**src/hw/rtl/hsvrgb_pkg.sv**
```systemverilog
// ----------------------------------------------------------------------------
// HSV to RGB converter package
// Fixed-point constants, channel selection codes and helper functions.
// ----------------------------------------------------------------------------
package hsvrgb_pkg;

	// Full scale of an input component (maps to 1.0 or 360 degrees)
	localparam logic [7:0]  FULL_SCALE = 8'd254;
	// FULL_SCALE squared
	localparam logic [23:0] SCALE_SQ   = 24'd64516;
	// FULL_SCALE cubed, the divisor of the final byte scaling
	localparam logic [31:0] DEN        = 32'd16387064;
	// Half of DEN, for rounding to nearest
	localparam logic [31:0] HALF_DEN   = 32'd8193532;
	// floor(2^38 / DEN): reciprocal used on numerator bits [31:14]
	localparam logic [14:0] RECIP      = 15'd16774;
	localparam int          RECIP_SHIFT = 24;

	// What a channel receives before the offset is added
	typedef logic [1:0] sel_t;
	localparam sel_t SEL_C    = 2'd0;   // chroma
	localparam sel_t SEL_X    = 2'd1;   // second component
	localparam sel_t SEL_ZERO = 2'd2;   // nothing

	typedef struct packed {
		sel_t r;
		sel_t g;
		sel_t b;
	} sel_set_t;

	// Sector 6 only occurs for hue at 360 degrees and behaves like sector 5
	function automatic sel_set_t sector_sel(input logic [2:0] sector);
		sel_set_t s;
		unique case (sector)
			3'd0: s = '{r: SEL_C,    g: SEL_X,    b: SEL_ZERO};
			3'd1: s = '{r: SEL_X,    g: SEL_C,    b: SEL_ZERO};
			3'd2: s = '{r: SEL_ZERO, g: SEL_C,    b: SEL_X};
			3'd3: s = '{r: SEL_ZERO, g: SEL_X,    b: SEL_C};
			3'd4: s = '{r: SEL_X,    g: SEL_ZERO, b: SEL_C};
			default: s = '{r: SEL_C, g: SEL_ZERO, b: SEL_X};
		endcase
		return s;
	endfunction

	// Amount taken off v*254^2 for a channel: chroma needs nothing, the second
	// component loses v*s*dist, an empty channel loses the whole chroma v*s*254
	function automatic logic [23:0] pick_sub(input sel_t sel, input logic [23:0] p_dist,
			input logic [23:0] p_full);
		logic [23:0] r;
		unique case (sel)
			SEL_C:    r = '0;
			SEL_X:    r = p_dist;
			SEL_ZERO: r = p_full;
			default:  r = '0;
		endcase
		return r;
	endfunction

endpackage

```
**src/hw/rtl/hsvrgb_byte_scale.sv**
```systemverilog
// ----------------------------------------------------------------------------
// HSV to RGB byte scaler
// Three-stage pipe: forms 255 * (a - b) + DEN/2 and divides it by DEN = 254^3
// through a reciprocal estimate and one correction step.
// ----------------------------------------------------------------------------
module hsvrgb_byte_scale import hsvrgb_pkg::*; (
	input  logic        clk,
	input  logic        en,
	input  logic [23:0] minuend,
	input  logic [23:0] subtrahend,
	output logic [7:0]  level
);

	logic [23:0] val3;
	logic [31:0] num;
	logic [32:0] est_prod;
	logic [31:0] q_times_den;
	logic [31:0] rem;

	logic [31:0] num_s3;
	logic [31:0] num_s4;
	logic [7:0]  est_s4;
	logic [7:0]  level_s5;

	// 255 * val3 as a shift and subtract, then add half of the divisor
	assign val3 = minuend - subtrahend;
	assign num  = ({val3, 8'b0} - {8'b0, val3}) + HALF_DEN;

	always_ff @(posedge clk) begin
		if (en) begin
			num_s3 <= num;
		end
	end

	// Estimate is never high and at most one low
	assign est_prod = 33'(num_s3[31:14]) * 33'(RECIP);

	always_ff @(posedge clk) begin
		if (en) begin
			num_s4 <= num_s3;
			est_s4 <= est_prod[RECIP_SHIFT +: 8];
		end
	end

	assign q_times_den = 32'(est_s4) * DEN;
	assign rem         = num_s4 - q_times_den;

	always_ff @(posedge clk) begin
		if (en) begin
			level_s5 <= (rem >= DEN) ? est_s4 + 8'd1 : est_s4;
		end
	end

	assign level = level_s5;

endmodule

```
**src/hw/rtl/hsv_to_rgb_converter.sv**
```systemverilog
// Throughput: one color per cycle unless frozen; stage 1 (sector and
//   distance), stage 2 (products), stages 3 to 5 (byte scaling by
//   255/254^3) all take one item, and each stage is registered.
// A stalled, valid result freezes the whole pipe; the input stalls only then.
// Reset clears the five stage valid bits; data registers are not reset.
// ----------------------------------------------------------------------------
// HSV to RGB converter
// Converts hue, saturation and value (0..254) to red, green and blue bytes.
// ----------------------------------------------------------------------------
module hsv_to_rgb_converter import hsvrgb_pkg::*; (
	input  logic       clk,
	input  logic       arst_n,
	input  logic       hsv_valid,
	output logic       hsv_stall,
	input  logic [7:0] hue_in,
	input  logic [7:0] saturation_in,
	input  logic [7:0] value_in,
	output logic       rgb_valid,
	input  logic       rgb_stall,
	output logic [7:0] red_out,
	output logic [7:0] green_out,
	output logic [7:0] blue_out
);

	logic en;

	logic vld_s1, vld_s2, vld_s3, vld_s4, vld_s5;

	logic [7:0]  hue_c, sat_c, val_c;
	logic [10:0] six_h;
	logic [2:0]  sector;
	logic [10:0] pair_base;
	logic [10:0] pos;
	logic [7:0]  hue_dist;

	logic [2:0]  sector_s1;
	logic [7:0]  dist_s1;
	logic [15:0] prod_s1;
	logic [23:0] vfull_s1;

	sel_set_t    sel_s2;
	logic [23:0] p_dist_s2;
	logic [23:0] p_full_s2;
	logic [23:0] vfull_s2;

	// Advance unless a finished result is held on the output
	assign en        = !(vld_s5 && rgb_stall);
	assign hsv_stall = !en;

	always_ff @(posedge clk or negedge arst_n) begin
		if (!arst_n) begin
			vld_s1 <= 1'b0;
			vld_s2 <= 1'b0;
			vld_s3 <= 1'b0;
			vld_s4 <= 1'b0;
			vld_s5 <= 1'b0;
		end else if (en) begin
			vld_s1 <= hsv_valid;
			vld_s2 <= vld_s1;
			vld_s3 <= vld_s2;
			vld_s4 <= vld_s3;
			vld_s5 <= vld_s4;
		end
	end

	// Stage 1: clamp inputs, find the sector and the distance from its middle
	assign hue_c = (hue_in > FULL_SCALE) ? FULL_SCALE : hue_in;
	assign sat_c = (saturation_in > FULL_SCALE) ? FULL_SCALE : saturation_in;
	assign val_c = (value_in > FULL_SCALE) ? FULL_SCALE : value_in;

	assign six_h = {1'b0, hue_c, 2'b0} + {2'b0, hue_c, 1'b0};

	always_comb begin
		sector = 3'd0;
		if (six_h >= 11'd254)  sector = 3'd1;
		if (six_h >= 11'd508)  sector = 3'd2;
		if (six_h >= 11'd762)  sector = 3'd3;
		if (six_h >= 11'd1016) sector = 3'd4;
		if (six_h >= 11'd1270) sector = 3'd5;
		if (six_h >= 11'd1524) sector = 3'd6;
	end

	// Start of the sector pair: 508 times sector / 2
	always_comb begin
		unique case (sector[2:1])
			2'd0: pair_base = 11'd0;
			2'd1: pair_base = 11'd508;
			2'd2: pair_base = 11'd1016;
			2'd3: pair_base = 11'd1524;
			default: pair_base = 11'd0;
		endcase
	end

	assign pos      = six_h - pair_base;
	assign hue_dist = (pos >= 11'(FULL_SCALE)) ? 8'(pos - 11'(FULL_SCALE))
			: 8'(11'(FULL_SCALE) - pos);

	always_ff @(posedge clk) begin
		if (en) begin
			sector_s1 <= sector;
			dist_s1   <= hue_dist;
			prod_s1   <= 16'(sat_c) * 16'(val_c);
			vfull_s1  <= 24'(val_c) * SCALE_SQ;
		end
	end

	// Stage 2: scale v*s by the distance and by full scale, route per channel
	always_ff @(posedge clk) begin
		if (en) begin
			sel_s2    <= sector_sel(sector_s1);
			p_dist_s2 <= 24'(prod_s1) * 24'(dist_s1);
			p_full_s2 <= 24'(prod_s1) * 24'(FULL_SCALE);
			vfull_s2  <= vfull_s1;
		end
	end

	// Stages 3 to 5: each channel is v*254^2 minus its share, scaled to a byte
	hsvrgb_byte_scale u_red (
		.clk        (clk),
		.en         (en),
		.minuend    (vfull_s2),
		.subtrahend (pick_sub(sel_s2.r, p_dist_s2, p_full_s2)),
		.level      (red_out)
	);

	hsvrgb_byte_scale u_green (
		.clk        (clk),
		.en         (en),
		.minuend    (vfull_s2),
		.subtrahend (pick_sub(sel_s2.g, p_dist_s2, p_full_s2)),
		.level      (green_out)
	);

	hsvrgb_byte_scale u_blue (
		.clk        (clk),
		.en         (en),
		.minuend    (vfull_s2),
		.subtrahend (pick_sub(sel_s2.b, p_dist_s2, p_full_s2)),
		.level      (blue_out)
	);

	assign rgb_valid = vld_s5;

endmodule

```
**config.mk**
```make
export PLATFORM = sky130hd
export DESIGN_NAME = hsv_to_rgb_converter
export DESIGN_NICKNAME = d
export VERILOG_FILES = /design/src/hw/rtl/hsvrgb_pkg.sv /design/src/hw/rtl/hsvrgb_byte_scale.sv /design/src/hw/rtl/hsv_to_rgb_converter.sv
export SDC_FILE = /design/constraint.sdc
export NUM_CORES = 2
export LEC_CHECK = 0
export BUFFER_PORTS_ARGS = -buffer_cell sky130_fd_sc_hd__buf_2
export CAP_MARGIN = 20
export CORE_MARGIN = 4
export CORE_UTILIZATION = 65
export CTS_BUF_LIST = sky130_fd_sc_hd__clkbuf_8
export DETAILED_ROUTE_END_ITERATION = 12
export PLACE_DENSITY_LB_ADDON = 0.3
export SLEW_MARGIN = 20
export SYNTH_ARGS = -nofsm -noshare
export SYNTH_HDL_FRONTEND = slang
export SYNTH_SLANG_ARGS = --single-unit
```
**constraint.sdc**
```tcl
create_clock -name clk -period 20.2 [get_ports clk]
set_input_delay 6.06 -clock clk [delete_from_list [all_inputs] [get_ports clk]]
set_output_delay 6.06 -clock clk [all_outputs]
set_load 0.02 [all_outputs]
```
==> results summary <==
The area of the mapped netlist came out at 51,000 um^2. The core outline area is 77,600 um^2. The tree is rooted in a sky130_fd_sc_hd__clkbuf_8.

The worst path needs 12.99 ns of the cycle, external delays included. Summed over all instances, the cell type with the most area after synthesis is sky130_fd_sc_hd__ha_1. The overall routed net length came out at 108 mm.

The compound-gate portion of the synthesized area is 14.1%. The horizontal extent of the die came out at around 290 um. The number of clock sinks is 347.

The layout-stage area growth over the synthesis result came out at 5.38%. Ranked by instance count, the synthesized netlist is headed by sky130_fd_sc_hd__ha_1 (1,014), sky130_fd_sc_hd__inv_1 (897), sky130_fd_sc_hd__fa_1 (413). The number of rows created at floorplan came out at 102. The number of filler instances in the final layout came out at 5,981. The number of antenna-violating nets in the routed design is 0. The startpoint of the tightest hold check path is vfull_s1[13]$_DFFE_PN_. The total setup buffers inserted after CTS is 0. Derived from the worst setup path, the maximum achievable clock frequency is 0.0770 GHz. The number of buffer cells added on primary ports came out at 53. The total count of max-transition violations in the final report came out at 0. The flow ran to the end, and the final reports show no timing, DRC or antenna violations. The post-route cell area came out at ~54,000 um^2. The initial antenna violation count came out at 1.

The post-route clock skew is 0.0380 ns. Summing all multi-input logic gate instances after layout gives 37,100 um^2. The share of the yosys chip area belonging to registers came out at between 20% and 30%. The mean instance size in the synthesized netlist is 9.66 um^2. At the later pin of the worst-skew pair, clock insertion delay measures 0.69 ns. For this configuration, the core starts out at a cell density of between 60% and 70%. The number of cells traversed by the worst register-to-register path came out at 28.

The endpoint arrival time on the critical path is 6.93 ns. After detailed routing, the number of vias per cell comes to around 5.8. The worst reg-to-reg setup slack is roughly 11 ns.

Setup repair after global routing left no endpoint under its margin. The highest net fanout along the worst path came out at 78. TritonCTS created 61 clock buffers. The sequential cells in the finished layout cover a total of ~10,000 um^2. By area the synthesized netlist is led by sky130_fd_sc_hd__ha_1 (25%), sky130_fd_sc_hd__edfxtp_1 (20%), sky130_fd_sc_hd__fa_1 (16%).

The reg-to-reg endpoint is u_blue.level[6]$_DFFE_PN_. The total via count after detailed routing is 37,600. The number of nets in the synthesized netlist is 6,739. The largest net degree at the start of global routing came out at 148.

The most common cell in the synthesized netlist is sky130_fd_sc_hd__ha_1. The detailed router finished its first iteration with slightly above 2,000 violations. The pin slew with the least headroom to its limit is between 1 and 1.5 ns. The path with the worst hold slack has its endpoint at vfull_s2[13]$_DFFE_PN_.

The proportion of register bits with asynchronous set or reset after synthesis is 1.44%. The type of element capturing the critical path is a primary output. Once placement finished, the instance area stood at around 52,000 um^2. The vertical die dimension came out at a little under 300 um. The xor and xnor fraction of the mapped netlist area came out at approximately 6.6%.

Counting instances, the worst hold path has a depth of 0. The die covers ~83,000 um^2. The count of distinct cell types in the synthesized netlist came out at about 100. The global-route wire length before repair came out at between 150 and 200 mm.

The startpoint identified for the worst register-to-register timing path is u_blue.est_s4[5]$_DFFE_PN_. The number of global-route vias before repair came out at ~38,000. Setup violations remaining at the end of the flow were counted as 0. Detailed placement ended at an HPWL of between 80 and 90 mm.

The count of hold buffers inserted by post-cts repair is 0. The per-cell routed wire length came out at 16.7 um. The hold violation count in the final report is 0. The share of the synthesized area in the top cell type came out at 24.9%. The dominant register cell in the synthesized netlist is sky130_fd_sc_hd__edfxtp_1. The clock transition at the registers of the reported paths is roughly 0.07 ns. Summed over all failing endpoints, the final setup total negative slack is 0 ns. The number of DRC violations after detailed routing came out at 0.

The tightest min-delay check is of the reg -> reg type. The worst max-slew margin expressed relative to the limit is 33.2%. The routability congestion estimate from global placement came out at 0.922. The net total in the final layout came out at 6,799. The overall track demand over capacity in global routing is 26.4%. The main combinational cell family by area after synthesis is adder cells. The category of the worst setup path launch point is a primary input. The share of cells above drive strength 1 is 5.24%. The smallest hold slack came out at around 0.4 ns. Measured against the total synthesized area, the mux share comes to less than 1%. The worst setup path category is in -> out. The simple-gate share of the synthesized area came out at 10.4%.

The deepest level of the CTS H-tree came out at 2. TritonCTS built the clock tree. The required time of the critical path came out at 14.14 ns. The post-synthesis register bit count came out at 347. Gates resized during post-CTS repair numbered 0. The top-level I/O count came out at 54. The buffer levels on the longest clock path is 3. The synthesized netlist devotes around two fifths of its cell area to adder and majority cells. The iteration count of the initial detailed-routing pass came out at 7. The reported max-cap violation count came out at 0. The share of the clock period used by the worst path is between 60% and 70%.

The number of flops mapped to enable cells by yosys is 342. The residual overflow from global routing is 0. The instance count of the mapped netlist is 5,284. The synthesis warning total came out at 0.
critical path: stages:
cell and delay [ns]:
sky130_fd_sc_hd__buf_2 0.13, sky130_fd_sc_hd__nand2_8 0.41, sky130_fd_sc_hd__inv_1 0.07, sky130_fd_sc_hd__buf_2 0.18
through the flow:
step                      std cells  worst slack, ns  util [%]
after global placement         6321             7.18      67.6
after CTS                      6437             7.19      69.3
after floorplan                5284             3.14         -
final                          6438             7.21      69.3
after global routing           6438             7.08      69.3
after detailed placement       6321             7.12      67.6
worst max path at each step:
stage / start / depth (start not counted) / slack [ns] / endpoint
5_1_grt: hue_in[7] / 30 / 7.08 / dist_s1[7]$_DFFE_PN_
3_3_place_gp: rgb_stall / 4 / 7.18 / hsv_stall
6_report: rgb_stall / 4 / 7.21 / hsv_stall
4_1_cts: rgb_stall / 4 / 7.19 / hsv_stall
3_5_place_dp: hue_in[7] / 30 / 7.12 / dist_s1[7]$_DFFE_PN_
2_1_floorplan: rgb_stall / 2 / 3.14 / hsv_stall
cell usage in the layout, fill, tap and decap left out, drive strengths merged, types with 28 or more instances in the layout:
cell type	n
a31oi	31
a22oi	70
a211oi	39
and3	33
a21oi	315
buf	57
or2	81
nor2b	42
inv	909
nand2	265
a21o	145
nand2b	54
o21ai	185
nand3	83
edfxtp	342
and2	106
xor2	137
clkbuf	61
ha	1014
fa	413
nor3	71
xnor2	244
nor2	226
clkinv	28
o21a	58
o21bai	49
nand4	29
cell type report:
class,count,share of cell area (%)
well taps,1040,2.42
inverters,900,6.28
flip-flops and latches,347,19.3
diodes,1,0.00465
multi-input cells,3977,68.9
clock buffers,61,1.56
repair buffers,57,0.572
clock inverters,55,0.942
registers in the layout, indices dropped and copies added, names as in the netlist, 6 cells and up:
signal / count
u_green.num_s4: 29
u_blue.num_s3: 29
u_red.est_s4: 8
u_green.est_s4: 8
u_blue.est_s4: 8
vfull_s1: 21
u_blue.num_s4: 29
u_green.level: 8
u_red.num_s3: 29
sel_s2: 6
p_full_s2: 23
p_dist_s2: 23
dist_s1: 7
u_red.level: 8
u_red.num_s4: 29
u_green.num_s3: 29
vfull_s2: 21
prod_s1: 16
u_blue.level: 8
cells by family (layout without fill, tap and decap cells):
| family | count (synthesis) | count (layout) |
|---|---|---|
| DFF | 347 | 347 |
| other | 0 | 1 |
| buffers and inverters | 960 | 1073 |
| and+or+nand+nor | 1056 | 1056 |
| muxes | 23 | 23 |
| adders and majority gates | 1427 | 1427 |
| AOI/OAI and AO/OA | 1090 | 1090 |
| xor gates and xnor gates | 381 | 381 |
metal layers:
layer	part of all wire, %	track usage, %	vias to the layer above
met3	4.9	3.28	240
met5	0	0	-
met1	44	34.7	18000
met2	48	45.9	957
li1	-	-	18400
met4	3.3	8.50	0
Power is left out: the tool's default activity adds up to more than one toggle a clock period on the data nets, which glitch-free logic cannot reach.
